==> config.mk <==
export PLATFORM = sky130hd
export DESIGN_NAME = lpht_ctrl_flat
export DESIGN_NICKNAME = d
export VERILOG_FILES = /design/src/hw/rtl/lpht_pkg.sv /design/src/hw/rtl/lpht_if.sv /design/src/hw/rtl/lpht_ctrl.sv /design/src/flat_wrapper.sv
export SDC_FILE = /design/constraint.sdc
export NUM_CORES = 1
export LEC_CHECK = 0
export BUFFER_PORTS_ARGS = -buffer_cell sky130_fd_sc_hd__buf_2
export CAP_MARGIN = 20
export CORE_UTILIZATION = 30
export CTS_CLUSTER_DIAMETER = 30
export DETAILED_ROUTE_END_ITERATION = 8
export GPL_ROUTABILITY_DRIVEN = 0
export SYNTH_ARGS = -nofsm -noshare
export SYNTH_HDL_FRONTEND = slang
export SYNTH_SLANG_ARGS = --single-unit
==> constraint.sdc <==
create_clock -name clk_i -period 6.1 [get_ports clk_i]
set_input_delay 0.61 -clock clk_i [delete_from_list [all_inputs] [get_ports clk_i]]
set_output_delay 0.61 -clock clk_i [all_outputs]
set_load 0.03 [all_outputs]
==> src/hw/rtl/lpht_pkg.sv <==
`timescale 1ns / 1ps

package lpht_pkg;

  // Table geometry. The home slot is the low bits of the key.
  localparam int unsigned TABLE_SIZE = 64;
  localparam int unsigned IDX_W      = $clog2(TABLE_SIZE);

  localparam int unsigned KEY_W = 32;
  localparam int unsigned IDX_FIELD_W = 16;

  // Operation codes of an input transaction.
  localparam logic KIND_INSERT = 1'b0;
  localparam logic KIND_FIND   = 1'b1;

  // Result status codes.
  localparam logic [1:0] STATUS_INSERTED = 2'd0;
  localparam logic [1:0] STATUS_FULL     = 2'd1;
  localparam logic [1:0] STATUS_FOUND    = 2'd2;
  localparam logic [1:0] STATUS_MISSING  = 2'd3;

  typedef logic [IDX_W-1:0] slot_idx_t;

  // Payload stored in one slot.
  typedef struct packed {
    logic [KEY_W-1:0]       key;
    logic [IDX_FIELD_W-1:0] row;
    logic [IDX_FIELD_W-1:0] col;
  } slot_entry_t;

  // Access request from the probe controller to the slot memory.
  typedef struct packed {
    logic        rd_en;
    slot_idx_t   rd_addr;
    logic        wr_en;
    slot_idx_t   wr_addr;
    slot_entry_t wr_entry;
  } mem_req_t;

  // Registered read data, valid in the cycle after the read request.
  typedef struct packed {
    logic        valid;
    slot_entry_t entry;
  } mem_rsp_t;

endpackage

==> src/hw/rtl/lpht_if.sv <==
`timescale 1ns / 1ps

// Operation channel: insert or find.
interface lpht_req_if;
  logic        valid;
  logic        ready;
  logic        kind;
  logic [31:0] key;
  logic [15:0] row_index;
  logic [15:0] col_index;

  modport source (output valid, output kind, output key, output row_index,
                  output col_index, input ready);
  modport sink   (input valid, input kind, input key, input row_index,
                  input col_index, output ready);
endinterface

// Result channel: one transaction per operation.
interface lpht_rsp_if;
  logic        valid;
  logic        ready;
  logic [1:0]  status;
  logic [15:0] found_row;
  logic [15:0] found_col;

  modport source (output valid, output status, output found_row, output found_col,
                  input ready);
  modport sink   (input valid, input status, input found_row, input found_col,
                  output ready);
endinterface

==> src/hw/rtl/lpht_ctrl.sv <==
`timescale 1ns / 1ps

module lpht_ctrl (
  input  logic               clk_i,
  input  logic               rst_ni,
  lpht_req_if.sink           req_i,
  lpht_rsp_if.source         rsp_o,
  output lpht_pkg::mem_req_t mem_req_o,
  input  lpht_pkg::mem_rsp_t mem_rsp_i
);
  import lpht_pkg::*;

  localparam logic S_IDLE  = 1'b0;
  localparam logic S_PROBE = 1'b1;

  logic                   state_q, state_d;
  logic                   kind_q, kind_d;
  logic [KEY_W-1:0]       key_q, key_d;
  logic [IDX_FIELD_W-1:0] row_q, row_d;
  logic [IDX_FIELD_W-1:0] col_q, col_d;
  slot_idx_t              idx_q, idx_d;
  slot_idx_t              cnt_q, cnt_d;
  logic                   out_valid_q, out_valid_d;
  logic [1:0]             out_status_q, out_status_d;
  logic [IDX_FIELD_W-1:0] out_row_q, out_row_d;
  logic [IDX_FIELD_W-1:0] out_col_q, out_col_d;

  logic      req_fire;
  logic      out_free;
  logic      last_probe;
  logic      hit;
  logic      done;
  slot_idx_t next_idx;
  slot_idx_t home_idx;

  assign req_i.ready = (state_q == S_IDLE);
  assign req_fire    = req_i.valid && req_i.ready;
  assign out_free    = !out_valid_q || rsp_o.ready;
  assign home_idx    = IDX_W'(req_i.key % TABLE_SIZE);
  assign last_probe  = (cnt_q == IDX_W'(TABLE_SIZE - 1));
  assign next_idx    = (idx_q == IDX_W'(TABLE_SIZE - 1)) ? '0 : idx_q + 1'b1;
  assign hit         = mem_rsp_i.valid && (mem_rsp_i.entry.key == key_q);

  // A probe ends at an empty slot, at a matching key on find, or after the last slot.
  assign done = !mem_rsp_i.valid || last_probe || ((kind_q == KIND_FIND) && hit);

  // Probe sequencer: one slot per cycle while the output is not stalled, next read issued while this one is checked.
  always_comb begin
    state_d      = state_q;
    kind_d       = kind_q;
    key_d        = key_q;
    row_d        = row_q;
    col_d        = col_q;
    idx_d        = idx_q;
    cnt_d        = cnt_q;
    out_valid_d  = out_valid_q && !rsp_o.ready;
    out_status_d = out_status_q;
    out_row_d    = out_row_q;
    out_col_d    = out_col_q;

    mem_req_o                = '0;
    mem_req_o.wr_addr        = idx_q;
    mem_req_o.wr_entry.key   = key_q;
    mem_req_o.wr_entry.row   = row_q;
    mem_req_o.wr_entry.col   = col_q;
    mem_req_o.rd_addr        = next_idx;

    case (state_q)
      S_IDLE: begin
        if (req_fire) begin
          kind_d            = req_i.kind;
          key_d             = req_i.key;
          row_d             = req_i.row_index;
          col_d             = req_i.col_index;
          idx_d             = home_idx;
          cnt_d             = '0;
          mem_req_o.rd_en   = 1'b1;
          mem_req_o.rd_addr = home_idx;
          state_d           = S_PROBE;
        end
      end
      S_PROBE: begin
        if (done) begin
          // Finish only when the output register can take the result.
          if (out_free) begin
            out_valid_d = 1'b1;
            out_row_d   = '0;
            out_col_d   = '0;
            if (kind_q == KIND_INSERT) begin
              out_status_d    = mem_rsp_i.valid ? STATUS_FULL : STATUS_INSERTED;
              mem_req_o.wr_en = !mem_rsp_i.valid;
            end else if (hit) begin
              out_status_d = STATUS_FOUND;
              out_row_d    = mem_rsp_i.entry.row;
              out_col_d    = mem_rsp_i.entry.col;
            end else begin
              out_status_d = STATUS_MISSING;
            end
            state_d = S_IDLE;
          end
        end else begin
          mem_req_o.rd_en = 1'b1;
          idx_d           = next_idx;
          cnt_d           = cnt_q + 1'b1;
        end
      end
      default: begin
        state_d = S_IDLE;
      end
    endcase
  end

  always_ff @(posedge clk_i or negedge rst_ni) begin
    if (!rst_ni) begin
      state_q     <= S_IDLE;
      out_valid_q <= 1'b0;
    end else begin
      state_q     <= state_d;
      out_valid_q <= out_valid_d;
    end
  end

  always_ff @(posedge clk_i) begin
    kind_q       <= kind_d;
    key_q        <= key_d;
    row_q        <= row_d;
    col_q        <= col_d;
    idx_q        <= idx_d;
    cnt_q        <= cnt_d;
    out_status_q <= out_status_d;
    out_row_q    <= out_row_d;
    out_col_q    <= out_col_d;
  end

  assign rsp_o.valid     = out_valid_q;
  assign rsp_o.status    = out_status_q;
  assign rsp_o.found_row = out_row_q;
  assign rsp_o.found_col = out_col_q;

  // A slot is written only by an insert that ends in the probe state.
  a_wr_in_probe: assert property (@(posedge clk_i) disable iff (!rst_ni)
    mem_req_o.wr_en |-> (state_q == S_PROBE) && (kind_q == KIND_INSERT))
    else $error("slot write outside an insert probe");

  // Reading and writing never overlap, so no forwarding is needed.
  a_no_rw_overlap: assert property (@(posedge clk_i) disable iff (!rst_ni)
    !(mem_req_o.rd_en && mem_req_o.wr_en))
    else $error("slot read and write in the same cycle");

  // A new result appears only at the end of a probe.
  a_result_from_probe: assert property (@(posedge clk_i) disable iff (!rst_ni)
    $rose(out_valid_q) |-> $past(state_q) == S_PROBE)
    else $error("result without a probe");

  // An accepted operation always starts probing with a read of its home slot.
  a_accept_reads_home: assert property (@(posedge clk_i) disable iff (!rst_ni)
    req_fire |-> mem_req_o.rd_en ##1 (state_q == S_PROBE) && (cnt_q == '0))
    else $error("operation accepted without a home slot read");

endmodule
==> src/flat_wrapper.sv <==
// flat-port wrapper written by rule: the top's interface ports become plain ports
module lpht_ctrl_flat import lpht_pkg::*;
  (clk_i, rst_ni, mem_req_o, mem_rsp_i, req_i_valid, req_i_kind, req_i_key, req_i_row_index, req_i_col_index, req_i_ready, rsp_o_valid, rsp_o_status, rsp_o_found_row, rsp_o_found_col, rsp_o_ready);
  lpht_req_if req_i_i ();
  lpht_rsp_if rsp_o_i ();
  input  logic clk_i;
  input  logic rst_ni;
  output lpht_pkg::mem_req_t mem_req_o;
  input  lpht_pkg::mem_rsp_t mem_rsp_i;
  input wire logic [$bits(req_i_i.valid)-1:0] req_i_valid;
  input wire logic [$bits(req_i_i.kind)-1:0] req_i_kind;
  input wire logic [$bits(req_i_i.key)-1:0] req_i_key;
  input wire logic [$bits(req_i_i.row_index)-1:0] req_i_row_index;
  input wire logic [$bits(req_i_i.col_index)-1:0] req_i_col_index;
  output wire logic [$bits(req_i_i.ready)-1:0] req_i_ready;
  output wire logic [$bits(rsp_o_i.valid)-1:0] rsp_o_valid;
  output wire logic [$bits(rsp_o_i.status)-1:0] rsp_o_status;
  output wire logic [$bits(rsp_o_i.found_row)-1:0] rsp_o_found_row;
  output wire logic [$bits(rsp_o_i.found_col)-1:0] rsp_o_found_col;
  input wire logic [$bits(rsp_o_i.ready)-1:0] rsp_o_ready;
  assign req_i_i.valid = req_i_valid;
  assign req_i_i.kind = req_i_kind;
  assign req_i_i.key = req_i_key;
  assign req_i_i.row_index = req_i_row_index;
  assign req_i_i.col_index = req_i_col_index;
  assign req_i_ready = req_i_i.ready;
  assign rsp_o_valid = rsp_o_i.valid;
  assign rsp_o_status = rsp_o_i.status;
  assign rsp_o_found_row = rsp_o_i.found_row;
  assign rsp_o_found_col = rsp_o_i.found_col;
  assign rsp_o_i.ready = rsp_o_ready;
  lpht_ctrl u_core (.clk_i(clk_i), .rst_ni(rst_ni), .req_i(req_i_i), .rsp_o(rsp_o_i), .mem_req_o(mem_req_o), .mem_rsp_i(mem_rsp_i));
endmodule
# ---- Word level (Yosys, flattened, before mapping)
# Cells that the tools add are included.
# Widths: inputs -> output; s select.
dict set report totals {
  regBits 113
  out_inout_bits 114
  word_cells 58
}
dict set report classes {
  add_sub_neg 2
  eq_ne 5
  n_mux 25
  bitwise 1
  n_reduce_logical 14
}
# cell count
set ops {}
lappend ops {{$mux 6} 6}
lappend ops {{$eq 32x32->1} 1}
lappend ops {{$pmux 6 s2} 2}
lappend ops {{$mux 1} 13}
lappend ops {{$add 6x1->6 const B} 2}
lappend ops {{$eq 6x6->1 const B} 2}
lappend ops {{$mux 7} 1}
lappend ops {{$reduce_and 2->1} 3}
lappend ops {{$logic_and 1x1->1} 4}
lappend ops {{$ne 2x2->1 const B} 2}
lappend ops {{$pmux 1 s2} 2}
lappend ops {{$logic_not 1->1} 3}
lappend ops {{$logic_or 1x1->1} 3}
lappend ops {{$reduce_and 3->1} 1}
lappend ops {{$mux 2} 1}
lappend ops {{$not 1->1} 1}

# ---- Longest topological paths before layout
dict set report logic_depth {
  ltp_word 6
  mapped_depth 7
  mapped_depth_nobuf 6
}

# ---- Worst setup path before layout
# No wires, ideal clock.
dict set report synth_timing {
  path_type {input-to-output}
  start {input mem_rsp_i[41] in the netlist's numbering}
  end {output mem_req_o[77] in the netlist's numbering}
  arrival_time_ns 3.000
  required_time_ns 5.490
  setup_slack_ns 2.490
  stages 6
  n_path_buf 1
  cell_sequence {xor2_1 nor4_1 and4_1 and4b_1 buf_6 o31ai_1}
}
# element line
set synth_rtl {}
lappend synth_rtl {{from (decl)} flat_wrapper.sv:9} ;# input lpht_pkg::mem_rsp_t mem_rsp_i;
lappend synth_rtl {{to (decl)} flat_wrapper.sv:8} ;# output lpht_pkg::mem_req_t mem_req_o;

==> flow_metrics.py <==
metrics = {
    "critical_path": {
        "start_kind": "flop",
        "reg2reg_to": "u_core.rsp_o.found_row[13]",
        "worst-r2r-cell-count": 5,
        "crit_path_max_fanout": 34,
        "end_kind": "output pin",
        "crit_arrival_ns": 2.74,
        "r2r_slack_ns": 3.40,
        "crit_type": "flop to output pin",
        "worstPathRequired_ns": 5.49,
        "rr_startpoint": "u_core.key_q[21]",
    },
    "synth": {
        "synth_area_leader_cell": "edfxtp_1",
        "ys_seq_area_frac": 0.754,
        "synthFlopType": "edfxtp_1",
        "synth.most_common_cell": "edfxtp_1",
        "async_flop_share": 0.0177,
        "syn_area_mm2": 0.00449,
        "syn_nets": 413,
        "synth-seq-cells": 113,
        "syn_inst": 277,
        "synth_area_per_cell_um2": 16.2,
        "yosysWarnings": 0,
        "synthTopCellsByArea": "edfxtp_1 (74%), xor2_1 (6.4%), and2_1 (3.2%)",
        "synth.distinct_cells": 30,
        "synth_edf_count": 111,
        "yosysTopAreaCellShare": 0.743,
        "synth_commonest_cells": "edfxtp_1 (111), xor2_1 (33), and2_1 (23)",
    },
    "global_routing": {
        "grt_max_degree": 61,
        "grt_pass1_wl_um": 18100,
        "grtUsageTotal": 0.159,
        "antenna_found_initial": 0,
        "grt_pass1_vias": 3404,
        "overflow": 0,
    },
    "clock_tree": {
        "clkTransAtPathRegs_ns": 0.06,
        "cts_root_buf": "clkbuf_16",
        "post_cts_buffers": 0,
        "insertion_delay_ns": 0.42,
        "cts_tree": "built",
        "cts_made_buffers": 17,
        "htree_levels": 4,
        "clock-sinks": 113,
        "cts_max_path_buffers": 2,
    },
    "timing": {
        "drv_slew": 0,
        "period_share": 0.550,
        "tightest_slew_ns": 0.985,
        "period_minus_slack_ns": 3.35,
        "finalHoldViolCount": 0,
        "fmax_mhz": 298,
        "fin_tns_setup_ns": 0,
        "relSlewSlack": 0.342,
        "skew_ns": 0.0155,
        "setup_violations": 0,
        "grt_setup_unrepaired": "no",
    },
    "cells_and_area": {
        "final_cell_area_mm2": 0.00658,
        "nets": 676,
        "fill_cells": 1326,
        "areaGrowthSynthToFinish_pct": 46.7,
        "insertedDiodeCount": 0,
        "layout-drive-gt1-share": 0.539,
    },
    "floorplan": {
        "core_area_mm2": 0.0146,
        "die_y_um": 124,
        "start_util": 0.308,
        "boundaryPins": 248,
        "design.die.area_mm2": 0.0154,
        "num_rows": 44,
        "die_width_um": 124,
    },
    "route": {
        "avgRoutedWirePerCell_um": 16.2,
        "drc": 0,
        "final_antenna_net_count": 0,
        "vias": 3260,
        "drt_iter0_drc": 123,
        "via_per_inst": 4.42,
        "wl_um": 12000,
        "drt_pass1_iterations": 4,
    },
    "place": {
        "dpl.hpwl_um": 9070,
        "port-buffer-count": 247,
        "dpl_cell_area_mm2": 0.00593,
    },
    "run_status": {
        "outcome": "finished clean",
    },
    "power_and_ir_drop": {
        "power.density_mw_per_mm2": 383,
        "ir_drop_mv": 0.167,
        "p_leak_nw": 2.79,
    },
    "worst_hold_path": {
        "whs_path_depth": 1,
        "hold_end": "u_core.key_q[14]",
        "worst_hold_path_type": "input port to flop",
        "holdCritStartpoint": "req_i_key[14]",
    },
    "flow_run": {
        "maxCapViolCount": 0,
    },
}
-- cells in the final DEF (no fill, tap or decap), drive strengths merged --
cell type,n
a21oi,7
a21o,1
or4,1
and4b,1
clkinv,5
nand2,7
and2,33
nand4,4
nor3,3
clkbuf,19
bufinv,4
o21bai,1
clkinvlp,4
nor2,22
xor2,33
nand2b,1
xnor2,5
o211ai,1
o31ai,1
nand3,7
dfrtp,2
buf,249
mux2,5
nor4,13
edfxtp,111
ha,2
o22ai,1
o21ai,2
dlygate4sd3,1
and4,1
nor4b,2
inv,4
-- critical path, cell delays in order, from the launching register on --
cell and delay, ns:
edfxtp_1 0.42, xor2_1 0.21, nor4_1 0.52, nand4_1 0.15
and4b_1 0.32, clkbuf_16 0.20, o31ai_2 0.08, buf_4 0.22
buf_2 0.19
-- metal layers --
metal  share of wire  vias up  routed length [um]  global-route usage
met5               0        -                   0                   0
met4           0.022        0                 262              0.0822
met3           0.076       22                 912              0.0588
met2            0.48      182                5720               0.256
met1            0.42     1497                5060               0.183
li1                -     1559                   -                   -
-- cell families (layout without fill, tap and decap cells) --
family,Yosys count,after routing,synth area share
adders and majority gates,2,2,0.00558
and+or+nand+nor,95,95,0.120
DFF,113,113,0.754
xor gates and xnor gates,38,38,0.0742
AOI/OAI and AO/OA,14,14,0.0181
muxes,5,5,0.0125
buffers and inverters,10,286,0.0151
-- area by class of cell --
class	instances	area (um^2)	area share
inverter	3	11.3	0.00171
multi-input combinational	154	1050	0.160
tap	184	230	0.0350
sequential	113	3380	0.514
clock inverter	14	189	0.0287
clock buffer	18	429	0.0652
timing repair buffer	251	1290	0.195
-- power by group --
part           switching (W)  total (W)  internal, W
sequential         0.0000500    0.00101     0.000962
combinational       0.000323   0.000468     0.000145
clock               0.000360    0.00104     0.000680
total               0.000734    0.00252      0.00179
-- how the worst max path moves through the flow --
stage                     cells after the start  slack, ns              from             to
after global routing                          8       2.66  u_core.key_q[24]  mem_req_o[77]
after CTS                                     7       2.18  u_core.key_q[24]  mem_req_o[77]
final                                         8       2.75  u_core.key_q[24]  mem_req_o[77]
after detailed placement                      8       2.39     mem_rsp_i[56]  mem_req_o[77]
after floorplan                               6       2.49     mem_rsp_i[41]  mem_req_o[77]
after global placement                        8       2.46     mem_rsp_i[56]  mem_req_o[77]
-- stage by stage --
| step | hold WS (ns) | cells | power, W | setup slack [ns] | util |
|---|---|---|---|---|---|
| 3_5_place_dp | 0.404 | 703 | 0.00150 | 2.39 | 0.406 |
| 3_3_place_gp | 0.400 | 703 | 0.00149 | 2.46 | 0.406 |
| 2_1_floorplan | 0.314 | 277 | 0.00133 | 2.49 | - |
| 4_1_cts | 0.344 | 736 | 0.00255 | 2.18 | 0.449 |
| 6_report | 0.359 | 737 | 0.00252 | 2.75 | 0.451 |
| 5_1_grt | 0.344 | 737 | 0.00262 | 2.66 | 0.451 |
-- flip-flops by register name, summed over array words and instances, names as in the netlist --
register / flops
u_core.col_q: 16
u_core.idx_q: 6
u_core.rsp_o.found_col: 16
u_core.state_q: 1
u_core.rsp_o.found_row: 16
u_core.key_q: 32
u_core.rsp_o.valid: 1
u_core.kind_q: 1
u_core.cnt_q: 6
u_core.row_q: 16
u_core.rsp_o.status: 2
-- what timing repair did --
action | in CTS | in global routing
hold buffers | 1 | 0
gates resized for setup | 0 | 0
endpoints found under the hold margin | 2 | 0
Power figures use the tool's default switching activity.
